## config.mk

```make
export PLATFORM = sky130hd
export DESIGN_NAME = bf16_scale_by_f32_factor_core
export DESIGN_NICKNAME = d
export VERILOG_FILES = /design/src/rtl/core/bsf_pkg.sv /design/src/rtl/core/bf16_scale_by_f32_factor_core.sv
export VERILOG_INCLUDE_DIRS = /design/src /design/src/rtl/core
export SDC_FILE = /design/constraint.sdc
export NUM_CORES = 1
export LEC_CHECK = 0
export BUFFER_PORTS_ARGS = -buffer_cell sky130_fd_sc_hd__buf_4
export CAP_MARGIN = 20
export CORE_MARGIN = 2
export CORE_UTILIZATION = 42
export DETAILED_ROUTE_END_ITERATION = 16
export HOLD_SLACK_MARGIN = 0.15
export PLACE_DENSITY = 0.6
export SYNTH_ARGS = -nofsm -noshare
export SYNTH_HDL_FRONTEND = slang
export SYNTH_SLANG_ARGS = --single-unit
```

## constraint.sdc

```tcl
create_clock -name clk -period 9.8 [get_ports clk]
set_clock_uncertainty 0.15 [all_clocks]
set_input_delay 0.49 -clock clk [delete_from_list [all_inputs] [get_ports clk]]
set_output_delay 0.49 -clock clk [all_outputs]
set_load 0.01 [all_outputs]
```

## src/rtl/core/bf16_scale_by_f32_factor_core_defines.svh

```systemverilog
// Assertion macros for the bf16 scaling core.
// Included by the RTL files that carry concurrent checks.
`ifndef BF16_SCALE_BY_F32_FACTOR_CORE_DEFINES_SVH
`define BF16_SCALE_BY_F32_FACTOR_CORE_DEFINES_SVH

// Same-cycle implication, checked outside reset.
`define BSF_ASSERT_NOW(label, clk, rst, ante, cons) \
  label: assert property (@(posedge clk) disable iff (rst) (ante) |-> (cons)) \
    else $error("check failed");

// Next-cycle implication, checked outside reset.
`define BSF_ASSERT_NEXT(label, clk, rst, ante, cons) \
  label: assert property (@(posedge clk) disable iff (rst) (ante) |=> (cons)) \
    else $error("check failed");

`endif

```

## src/rtl/core/bsf_pkg.sv

```systemverilog
// Types, constants and helpers for the bf16 scaling core.
// Self-contained; used by bf16_scale_by_f32_factor_core.
`timescale 1ns / 1ps

package bsf_pkg;

  localparam logic [31:0] ONE_BITS    = 32'h3F80_0000;
  localparam logic [31:0] DEFAULT_NAN = 32'hFFC0_0000;
  localparam logic [31:0] QUIET_BIT   = 32'h0040_0000;
  localparam logic [31:0] POS_INF     = 32'h7F80_0000;
  localparam logic [7:0]  EXP_MAX     = 8'hFF;
  localparam logic [15:0] NARROW_BIAS = 16'h7FFF;

  // Unpacked factor, kept beside the raw register.
  typedef struct packed {
    logic               nan;
    logic               expmax;
    logic               zero;
    logic signed [10:0] exp;
    logic [23:0]        mant;
  } factor_t;

  // Left shift that brings the top set bit of a subnormal fraction to bit 23.
  function automatic logic [4:0] norm_shift(input logic [22:0] frac);
    logic [4:0] k;
    k = 5'd0;
    for (int i = 0; i < 23; i++) begin
      if (frac[i]) k = 5'(23 - i);
    end
    return k;
  endfunction

  function automatic factor_t unpack_factor(input logic [31:0] b);
    factor_t    f;
    logic [4:0] k;
    k        = norm_shift(b[22:0]);
    f.nan    = (b[30:23] == EXP_MAX) && (b[22:0] != 23'd0);
    f.expmax = (b[30:23] == EXP_MAX);
    f.zero   = (b[30:0] == 31'd0);
    if (b[30:23] == 8'd0) begin
      f.exp  = 11'sd1 - 11'(k);
      f.mant = {1'b0, b[22:0]} << k;
    end else begin
      f.exp  = 11'({3'd0, b[30:23]});
      f.mant = {1'b1, b[22:0]};
    end
    return f;
  endfunction

endpackage

```

## src/rtl/core/bf16_scale_by_f32_factor_core.sv

```systemverilog
// Top level of the bf16 scaling core: bf16 weight times binary32 factor.
// Depends on bsf_pkg and bf16_scale_by_f32_factor_core_defines.svh.
//
//   channel | signals                           | direction
//   input   | in_valid, in_stall, weight_in     | item in
//   output  | out_valid, out_stall, weight_out  | item out
//   config  | cfg_valid, cfg_ready, scale_factor| register write
//
// One item per cycle while the output is not stalled; each item passes the input
// register, the product register and the result register. The 8x24 significand
// multiplier sets the first stage, the rounding shifter the second.
// Reset (rst, synchronous) empties all stages and sets the factor to 1.0.
// A stall on the output holds the result; each stage still fills behind it.
`timescale 1ns / 1ps
`include "bf16_scale_by_f32_factor_core_defines.svh"

module bf16_scale_by_f32_factor_core (
  input  logic        clk,
  input  logic        rst,
  input  logic        in_valid,
  output logic        in_stall,
  input  logic [15:0] weight_in,
  output logic        out_valid,
  input  logic        out_stall,
  output logic [15:0] weight_out,
  input  logic        cfg_valid,
  output logic        cfg_ready,
  input  logic [31:0] scale_factor
);

  logic [31:0]       factor;
  bsf_pkg::factor_t  fu;

  logic        a_valid;
  logic [15:0] a_w;

  logic               b_valid;
  logic               b_special;
  logic               b_bypass;
  logic [31:0]        b_val;
  logic               b_sign;
  logic signed [10:0] b_exp;
  logic [31:0]        b_q;

  logic o_free, b_free, a_free;

  assign cfg_ready = 1'b1;
  assign o_free    = !out_valid || !out_stall;
  assign b_free    = !b_valid || o_free;
  assign a_free    = !a_valid || b_free;
  assign in_stall  = !a_free;

  always_ff @(posedge clk) begin
    if (rst) begin
      factor <= bsf_pkg::ONE_BITS;
      fu     <= bsf_pkg::unpack_factor(bsf_pkg::ONE_BITS);
    end else if (cfg_valid && cfg_ready) begin
      factor <= scale_factor;
      fu     <= bsf_pkg::unpack_factor(scale_factor);
    end
  end

  // Stage A: input register.
  always_ff @(posedge clk) begin
    if (rst) begin
      a_valid <= 1'b0;
    end else if (a_free) begin
      a_valid <= in_valid;
    end
  end

  always_ff @(posedge clk) begin
    if (a_free && in_valid) a_w <= weight_in;
  end

  // Stage A logic: specials, unpack, significand product.
  logic [31:0]        wa;
  logic               a_nan, a_expmax, a_zero, sign_c;
  logic [4:0]         ka;
  logic [23:0]        ma24;
  logic signed [10:0] ea;
  logic               special_c;
  logic [31:0]        special_val;

  always_comb begin
    wa       = {a_w, 16'd0};
    a_expmax = (wa[30:23] == bsf_pkg::EXP_MAX);
    a_nan    = a_expmax && (wa[22:0] != 23'd0);
    a_zero   = (wa[30:0] == 31'd0);
    sign_c   = wa[31] ^ factor[31];
    ka       = bsf_pkg::norm_shift(wa[22:0]);
    if (wa[30:23] == 8'd0) begin
      ea   = 11'sd1 - 11'(ka);
      ma24 = {1'b0, wa[22:0]} << ka;
    end else begin
      ea   = 11'({3'd0, wa[30:23]});
      ma24 = {1'b1, wa[22:0]};
    end
    special_c   = 1'b1;
    special_val = {sign_c, 31'd0};
    priority if (a_nan) begin
      special_val = wa | bsf_pkg::QUIET_BIT;
    end else if (fu.nan) begin
      special_val = factor | bsf_pkg::QUIET_BIT;
    end else if (a_expmax || fu.expmax) begin
      special_val = (a_zero || fu.zero) ? bsf_pkg::DEFAULT_NAN
                                        : ({sign_c, 31'd0} | bsf_pkg::POS_INF);
    end else if (a_zero || fu.zero) begin
      special_val = {sign_c, 31'd0};
    end else begin
      special_c = 1'b0;
    end
  end

  always_ff @(posedge clk) begin
    if (rst) begin
      b_valid <= 1'b0;
    end else if (b_free) begin
      b_valid <= a_valid;
    end
  end

  always_ff @(posedge clk) begin
    if (b_free && a_valid) begin
      b_bypass  <= (factor == bsf_pkg::ONE_BITS);
      b_special <= special_c;
      b_val     <= (factor == bsf_pkg::ONE_BITS) ? wa : special_val;
      b_sign    <= sign_c;
      b_exp     <= ea + fu.exp - 11'sd127;
      b_q       <= ma24[23:16] * fu.mant;
    end
  end

  // Stage B logic: normalize, round, narrow.
  logic signed [10:0] e1, e2;
  logic [31:0]        qn;
  logic [63:0]        p, mask;
  logic [5:0]         sh;
  logic [24:0]        m;
  logic               rbit, sticky;
  logic [31:0]        prod, fin;
  logic [31:0]        nsum;

  always_comb begin
    e1   = b_exp + 11'(b_q[31]);
    qn   = b_q[31] ? b_q : (b_q << 1);
    p    = {16'd0, qn, 16'd0};
    sh   = 6'd24;
    if (e1 < 11'sd1) begin
      sh = (e1 < -11'sd25) ? 6'd50 : 6'(11'sd25 - e1);
    end
    m      = 25'(p >> sh);
    rbit   = p[sh - 6'd1];
    mask   = (64'd1 << (sh - 6'd1)) - 64'd1;
    sticky = (p & mask) != 64'd0;
    if (rbit && (sticky || m[0])) m = m + 25'd1;
    e2 = e1;
    if (e1 >= 11'sd255) begin
      prod = {b_sign, 31'd0} | bsf_pkg::POS_INF;
    end else if (e1 < 11'sd1) begin
      prod = {b_sign, 31'd0} | {7'd0, m};
    end else begin
      if (m[24]) begin
        m  = m >> 1;
        e2 = e1 + 11'sd1;
      end
      if (e2 >= 11'sd255) prod = {b_sign, 31'd0} | bsf_pkg::POS_INF;
      else prod = {b_sign, e2[7:0], m[22:0]};
    end
    fin  = b_special ? b_val : prod;
    nsum = fin + {16'd0, bsf_pkg::NARROW_BIAS} + {31'd0, fin[16]};
  end

  always_ff @(posedge clk) begin
    if (rst) begin
      out_valid <= 1'b0;
    end else if (o_free) begin
      out_valid <= b_valid;
    end
  end

  always_ff @(posedge clk) begin
    if (o_free && b_valid) weight_out <= b_bypass ? b_val[31:16] : nsum[31:16];
  end

  `BSF_ASSERT_NOW(a_stall_full, clk, rst, in_stall, a_valid && b_valid && out_valid)
  `BSF_ASSERT_NEXT(a_mid_hold, clk, rst, b_valid && !o_free, b_valid)
  `BSF_ASSERT_NEXT(a_no_invent, clk, rst, out_valid && !out_stall && !b_valid, !out_valid)

endmodule

```

==> reports/metrics.yaml, run 1 <==
sta:
  finalSetupViolations: 0
  slew-limit-headroom_pct: 27.23
  max_freq_mhz: 110.7
  tns_ns: 0
  layout_min_cycle_time_ns: 9.031
  fin_crit_sh_pct: 92.16
  tightestPinTransition_ns: 1.089
  hold_viol_final: 0
  fin_ws_ns: 0.7688
  report.final.slew_viol_count: 0
yosys:
  synth_edf_count: 110
  ys_seq_area_share_pct: 22.00
  yosys.area_share.simple_pct: 21.50
  avgSynthCellArea_um2: 8.257
  syn_inst: 2601
  syn_area_um2: 21480
  synth_compound_area_share_pct: 21.22
  synth_top_family_by_area: "simple AND/OR/NAND/NOR gates"
  ys_types: 108
  ys.warnings.count: 0
  synth-seq-cells: 181
  async_reset_ff_share_pct: 0
  synthMuxAreaShare_pct: 8.669
  yosys.area_share.xor_xnor_pct: 2.855
  ys.flop_type: "edfxtp_1"
  syn-num-nets: 2873
  synth_adder_area_share_pct: 17.41
power_and_ir_drop:
  power_frac_seq_pct: 27.1
  power_density_nw_per_um2: 154.6
  leakagePower_uw: 0.009815
  switching_share_pct: 45.11
  p_switching_uw: 1656
  pwr-share-comb_pct: 54.6
  peakVddDrop_mv: 0.1437
  power_uw: 3671
  p_clk_share_pct: 18.3
  p_int_uw: 2015
cells_and_area:
  drive_above_1_share_pct: 11.69
  area_growth_pct: 10.59
  diodes: 0
  final_area_um2: 23750
  fin_nets: 2920
global_routing:
  track_usage_pct: 28.58
  grt.overflow.total: 0
  grt_pass1_vias: 19930
  grt_max_degree: 79
  grt_pass1_wl_um: 118000
  antenna_found_initial: 0
clock_tree:
  cts.reportedPaths.clkPinSlew_ns: 0.08
  cts_inserted_buffers: 17
  clock-root-buffer: "clkbuf_16"
  htree_levels: 4
  cts_sinks: 181
  clock_path_buffers: 2
  clk_latency_ns: 0.48
  cts_tree: "built"
detailed_routing:
  avgRoutedWirePerCell_um: 22.99
  viasPerCell: 6.123
  routed_wl_um: 76640
  drtIter0Drc: 1950
  drt_pass1_iterations: 5
  vias: 20410
  ant_nets: 0
  drc: 0
floorplanning:
  pin_count: 72
  rows: 82
  die-area_um2: 52960
  chipHeight_um: 230.1
  coreArea_um2: 50270
  start_util_pct: 42.72
  chipWidth_um: 230.1
critical_path:
  cp.arrival_ns: 9.08
  crit_top_cell: "o21ai_0"
  startpoint_type: "register"
  end_kind: "register"
  critPathMaxFanout: 21
  slowest_stage: "edfxtp_1"
  critPathRequiredTime_ns: 9.84
  crit_path_max_incr_delay_ns: 0.53
  criticalPathCategory: "register to register"
place:
  post-dp-hpwl_um: 59620
  dp_slack_ns: 0.4437
  place.gp.congestion: 0.9901
  io_buffers: 70
  place_area_um2: 22820
job:
  cap_violations: 0
outcome:
  status: "completed"
hold_path:
  hold_path_class: "input pin to register"
layout by cell type, fill, tap and decap left out, types with 10 or more instances in the layout:
cell	instances
o31ai_1	22
a21boi_0	13
o22ai_1	26
nand3_1	54
dlygate4sd3_1	26
mux4_2	10
nor4_1	22
xnor2_1	49
nor2_1	220
o221ai_1	13
o211ai_1	40
nor2b_1	49
o2111ai_1	11
nand4_1	24
nor3_1	63
and2_1	99
a211o_1	18
nand2b_1	13
mux2_2	38
a31o_2	11
a211oi_1	40
mux2i_1	117
ha_1	86
inv_1	185
edfxtp_1	110
a31oi_1	15
a21oi_1	134
and3_1	20
a22oi_1	14
fa_1	133
nand2_1	324
or2_2	18
clkbuf_16	17
dfxtp_1	71
a21o_1	11
a2111oi_0	12
xor2_1	21
buf_4	155
o21ai_0	130
synthesized netlist by cell type, drive strengths merged (9+ instances only):
master | number | area share [%]
a2111oi | 15 | 0.65
a211o | 18 | 0.73
a211oi | 44 | 1.7
a21boi | 18 | 0.66
a21o | 11 | 0.38
a21oi | 137 | 3.3
a221oi | 12 | 0.58
a22oi | 14 | 0.49
a311oi | 9 | 0.37
a31o | 11 | 0.45
a31oi | 18 | 0.55
and2 | 100 | 2.9
and3 | 20 | 0.58
buf | 45 | 1.0
clkbuf | 111 | 1.9
dfxtp | 71 | 6.6
edfxtp | 110 | 15
fa | 133 | 12
ha | 86 | 5.0
inv | 190 | 3.3
mux2 | 41 | 2.2
mux2i | 117 | 5.5
mux4 | 10 | 1.0
nand2 | 324 | 5.7
nand2b | 13 | 0.38
nand3 | 54 | 1.3
nand4 | 26 | 0.82
nor2 | 221 | 3.9
nor2b | 50 | 1.5
nor3 | 65 | 1.6
nor4 | 24 | 0.80
o2111ai | 12 | 0.57
o211ai | 41 | 1.5
o21ai | 139 | 3.2
o21bai | 9 | 0.31
o221ai | 15 | 0.67
o22ai | 26 | 0.76
o31ai | 23 | 0.80
or2 | 19 | 0.55
xnor2 | 49 | 2.0
xor2 | 21 | 0.86
final timing paths:
| check | from | to | slack, ns | depth (start not counted) |
|---|---|---|---|---|
| setup / recovery | a_w[6]$_DFFE_PP_ | b_q[31]$_DFFE_PP_ | 0.77 | 33 |
| hold / removal | scale_factor[8] | factor[8]$_SDFFE_PP0P_ | 0.18 | 3 |
| setup reg to reg | a_w[6]$_DFFE_PP_ | b_q[31]$_DFFE_PP_ | 0.77 | 33 |
| hold reg to reg | fu[35]$_SDFFE_PP0P_ | fu[35]$_SDFFE_PP0P_ | 0.32 | 2 |
metrics by stage:
step	utilization [%]	instances	hold slack (ns)
5_1_grt	47.24	3333	0.1809
2_1_floorplan	-	2601	0.2891
6_report	47.24	3333	0.1760
3_3_place_gp	45.37	3263	0.3040
3_5_place_dp	45.38	3264	0.3113
4_1_cts	47.03	3322	0.1587
state kept, by name, summed over array words and instances (netlist names), 11 cells and up:
signal / count
b_q: 32
weight_out: 16
fu: 36
b_val: 32
factor: 32
a_w: 16
b_exp: 11
routing by layer:
layer / global-route usage (%) / up-vias / wire [µm] / part of all wire, %
met1: 38.01 / 10010 / 33060 / 43
met2: 46.90 / 793 / 35830 / 47
met5: 0 / - / 0 / 0
met4: 11.75 / 0 / 3191 / 4.2
li1: - / 9433 / - / -
met3: 3.708 / 175 / 4561 / 6.0
critical path: cells and delay by family (launching register included):
family | cells | cell delay [ns]
compound gates | 20 | 4.55
xor+xnor | 1 | 0.15
fa+ha+maj | 5 | 2.26
buf+inv | 3 | 0.61
flops | 1 | 0.53
simple gates | 4 | 0.50
power by group through the flow:
stage	combinational [µW]	clock [µW]	sequential, µW
after floorplan	1350	0	969
after global placement	1930	0	1010
after detailed placement	1930	0	1010
after CTS	1950	691	995
after global routing	2170	716	1010
final	2000	673	994
timing repair:
action,in CTS,in global routing
hold buffers,26,0
gates resized for setup,0,6
setup endpoints to repair,0,2
hold endpoints to repair,26,0
setup buffers,0,11
area by class of cell:
cell class	count	area [µm²]
Fill cell	4986	26520
Multi-Input combinational cell	2072	15440
Sequential cell	181	4725
Timing Repair Buffer	184	1451
Tap cell	672	840.8
Inverter	192	723.2
Clock buffer	18	439.2
Clock inverter	14	128.9
cell families after synthesis:
kind of cell,Yosys count
adders and majority gates,219
AOI/OAI and AO/OA,655
and+or+nand+nor,959
muxes,168
xor gates and xnor gates,70
other,1
DFF,181
buffers and inverters,348
No activity file was read; power rests on OpenSTA's default activity.
==> inputs of run 2 (changes only) <==
clock period = 9.3 ns   (was 9.8 ns; I/O delays follow)
==> run 2 against run 1 <==
  * Critical path depth increased by 1
  * Largest power group unchanged
  * Sequential cell count unchanged
  * Register-to-register slack got worse by 0.22 ns
  * Core utilization increased by 0.72 points
  * Via count decreased by 0.10%
  * Critical endpoint is now weight_out[12]$_DFFE_PP_
  * Clock power increased by 12%
==> reports/metrics.yaml, run 2 (synthesis results as in run 1) <==
outcome:
  status: "completed"  # unchanged
sta:
  max_freq_mhz: 114.3  # was 110.7 MHz
  report.final.slew_viol_count: 0  # unchanged
  fin_crit_sh_pct: 94.08  # was 92.16%
  layout_min_cycle_time_ns: 8.749  # was 9.031 ns
  tns_ns: 0  # unchanged
  hold_viol_final: 0  # unchanged
  tightestPinTransition_ns: 1.177  # was 1.089 ns
  finalSetupViolations: 0  # unchanged
  fin_ws_ns: 0.5509  # was 0.7688 ns
  holdWs_ns: 0.1736  # was 0.1760 ns
  slew-limit-headroom_pct: 20.99  # was 27.23%
critical_path:
  crit_path_max_incr_delay_ns: 0.46  # was 0.53 ns
  slowest_stage: "edfxtp_1"  # unchanged
  criticalPathCategory: "register to register"  # unchanged
  r2r_setup_slack_ns: 0.55  # was 0.77 ns
  cp.arrival_ns: 8.87  # was 9.08 ns
  end_kind: "register"  # unchanged
  startpoint: "b_q[31]$_DFFE_PP_"  # was a_w[6]$_DFFE_PP_
  critPathMaxFanout: 11  # was 21
  reg2regPathDepth: 34  # was 33
  startpoint_type: "register"  # unchanged
  r2r-end: "weight_out[12]$_DFFE_PP_"  # was b_q[31]$_DFFE_PP_
  critPathRequiredTime_ns: 9.42  # was 9.84 ns
  rr_startpoint: "b_q[31]$_DFFE_PP_"  # was a_w[6]$_DFFE_PP_
  crit_top_cell: "ha_1"  # was o21ai_0
cells_and_area:
  largest_reg_flops: 36  # unchanged
  multi_input_area_um2: 15480  # was 15440 µm²
  final_area_um2: 24110  # was 23750 µm²
  regMostFlops: "fu"  # unchanged
  fill_cells: 5019  # was 4986
  final_cell_mix: "323 x nand2_1, 219 x nor2_1, 185 x inv_1, 177 x buf_4, 134 x a21oi_1"  # was 324 x nand2_1, 220 x nor2_1, 185 x inv_1, 155 x buf_4, 134 x a21oi_1
  area_growth_pct: 12.28  # was 10.59%
  fin_nets: 2952  # was 2920
  drive_above_1_share_pct: 12.59  # was 11.69%
  seq_area_um2: 4725  # unchanged
  mostFrequentLayoutCell: "nand2_1"  # unchanged
  diodes: 0  # unchanged
detailed_routing:
  ant_nets: 0  # unchanged
  drt_pass1_iterations: 8  # was 5
  viasPerCell: 6.058  # was 6.123
  vias: 20390  # was 20410
  drtIter0Drc: 1772  # was 1950
  avgRoutedWirePerCell_um: 22.52  # was 22.99 µm
  drc: 0  # unchanged
  routed_wl_um: 75790  # was 76640 µm
floorplanning:
  coreArea_um2: 50270  # unchanged
  chipHeight_um: 230.1  # unchanged
  chipWidth_um: 230.1  # unchanged
  rows: 82  # unchanged
  start_util_pct: 42.72  # unchanged
  die-area_um2: 52960  # unchanged
  pin_count: 72  # unchanged
place:
  io_buffers: 70  # unchanged
  post-dp-hpwl_um: 59050  # was 59620 µm
  place_area_um2: 22960  # was 22820 µm²
  dp_slack_ns: 0.2432  # was 0.4437 ns
  place.gp.congestion: 1.011  # was 0.9901
hold_path:
  holdPathStages: 3  # unchanged
  whs_endpoint: "factor[3]$_SDFFE_PP0P_"  # was factor[8]$_SDFFE_PP0P_
  hold_path_class: "input pin to register"  # unchanged
  hold_start: "scale_factor[3]"  # was scale_factor[8]
power_and_ir_drop:
  power_density_nw_per_um2: 162.4  # was 154.6 nW/µm²
  p_switching_uw: 1740  # was 1656 µW
  power_uw: 3917  # was 3671 µW
  p_int_uw: 2177  # was 2015 µW
  p_clk_share_pct: 19.3  # was 18.3%
  power_frac_seq_pct: 26.7  # was 27.1%
  switching_share_pct: 44.43  # was 45.11%
  leakagePower_uw: 0.009983  # was 0.009815 µW
  pwr-share-comb_pct: 54.1  # was 54.6%
  peakVddDrop_mv: 0.1142  # was 0.1437 mV
global_routing:
  grt_pass1_vias: 19960  # was 19930
  grt_max_degree: 79  # unchanged
  grt.overflow.total: 0  # unchanged
  grt_pass1_wl_um: 117300  # was 118000 µm
  track_usage_pct: 28.39  # was 28.58%
  antenna_found_initial: 0  # unchanged
job:
  cap_violations: 0  # unchanged
clock_tree:
  cts.reportedPaths.clkPinSlew_ns: 0.08  # about the same
  cts_tree: "built"  # unchanged
  cts_sinks: 181  # unchanged
  clock-root-buffer: "clkbuf_16"  # unchanged
  htree_levels: 4  # unchanged
  clock_path_buffers: 2  # unchanged
  clk_latency_ns: 0.47  # was 0.48 ns
  cts_inserted_buffers: 17  # unchanged
run 2: cell count changes in the layout (fill, tap and decap cells not counted), moves of 2 or more:
cell / change
a22oi_2: +2
a22oi_1: -2
clkinv_2: -2
buf_4: +22
o21ai_1: +4
o21ai_0: -3
dlygate4sd3_1: +11
inv_4: -2
clkinvlp_4: +2
inv_6: -2
run 2: how the worst max path moves through the flow:
stage	to	slack (ns)	cells past startpoint
after floorplan	weight_out[10]$_DFFE_PP_	0.60	37
after global placement	b_q[31]$_DFFE_PP_	0.46	36
after global routing	weight_out[12]$_DFFE_PP_	-0.03	34
after detailed placement	b_q[31]$_DFFE_PP_	0.24	37
after CTS	b_q[31]$_DFFE_PP_	0.17	37
final	weight_out[12]$_DFFE_PP_	0.55	34
run 2: what timing repair did:
action	CTS	global route
hold endpoints to repair	38	0
setup buffers	0	13
setup endpoints to repair	0	11
hold buffers	37	0
gates resized for setup	0	20
run 2: power by group through the flow:
stage | Clock (µW) | Combinational, µW | Sequential [µW]
4_1_cts | 773 | 2060 | 1050
2_1_floorplan | 0 | 1420 | 1020
6_report | 755 | 2120 | 1040
3_5_place_dp | 0 | 2030 | 1060
5_1_grt | 797 | 2310 | 1060
3_3_place_gp | 0 | 2030 | 1060
run 2: final cells by class:
class | instances | area share (%)
multi-input cells | 2072 | 64.18
inverters | 192 | 2.999
flip-flops and latches | 181 | 19.59
repair buffers | 216 | 7.140
clock buffers | 18 | 1.868
well taps | 672 | 3.487
clock inverters | 14 | 0.7265
run 2: worst max-delay path: cells and delay by family (launching register included):
kind                     cells  cell delay [ns]
AO/OA/AOI/OAI               15             3.53
AND/OR/NAND/NOR              7             1.63
adder cells (fa/ha/maj)      5             1.24
buffers and inverters        5             0.87
flip-flops                   1             0.46
XOR/XNOR                     1             0.33
multiplexers                 1             0.31
run 2: per-layer routing:
metal,vias to the layer above,part of all wire (%),track usage (%)
met3,183,6.1,4.291
li1,9485,-,-
met1,9894,43,37.33
met4,0,4.6,12.80
met5,-,0,0
met2,824,46,46.13
run 2: stage by stage:
stage                     util [%]  cells
after global placement       45.66   3283
after CTS                    47.65   3352
after global routing         47.96   3365
after detailed placement     45.66   3283
final                        47.96   3365
after floorplan                  -   2601
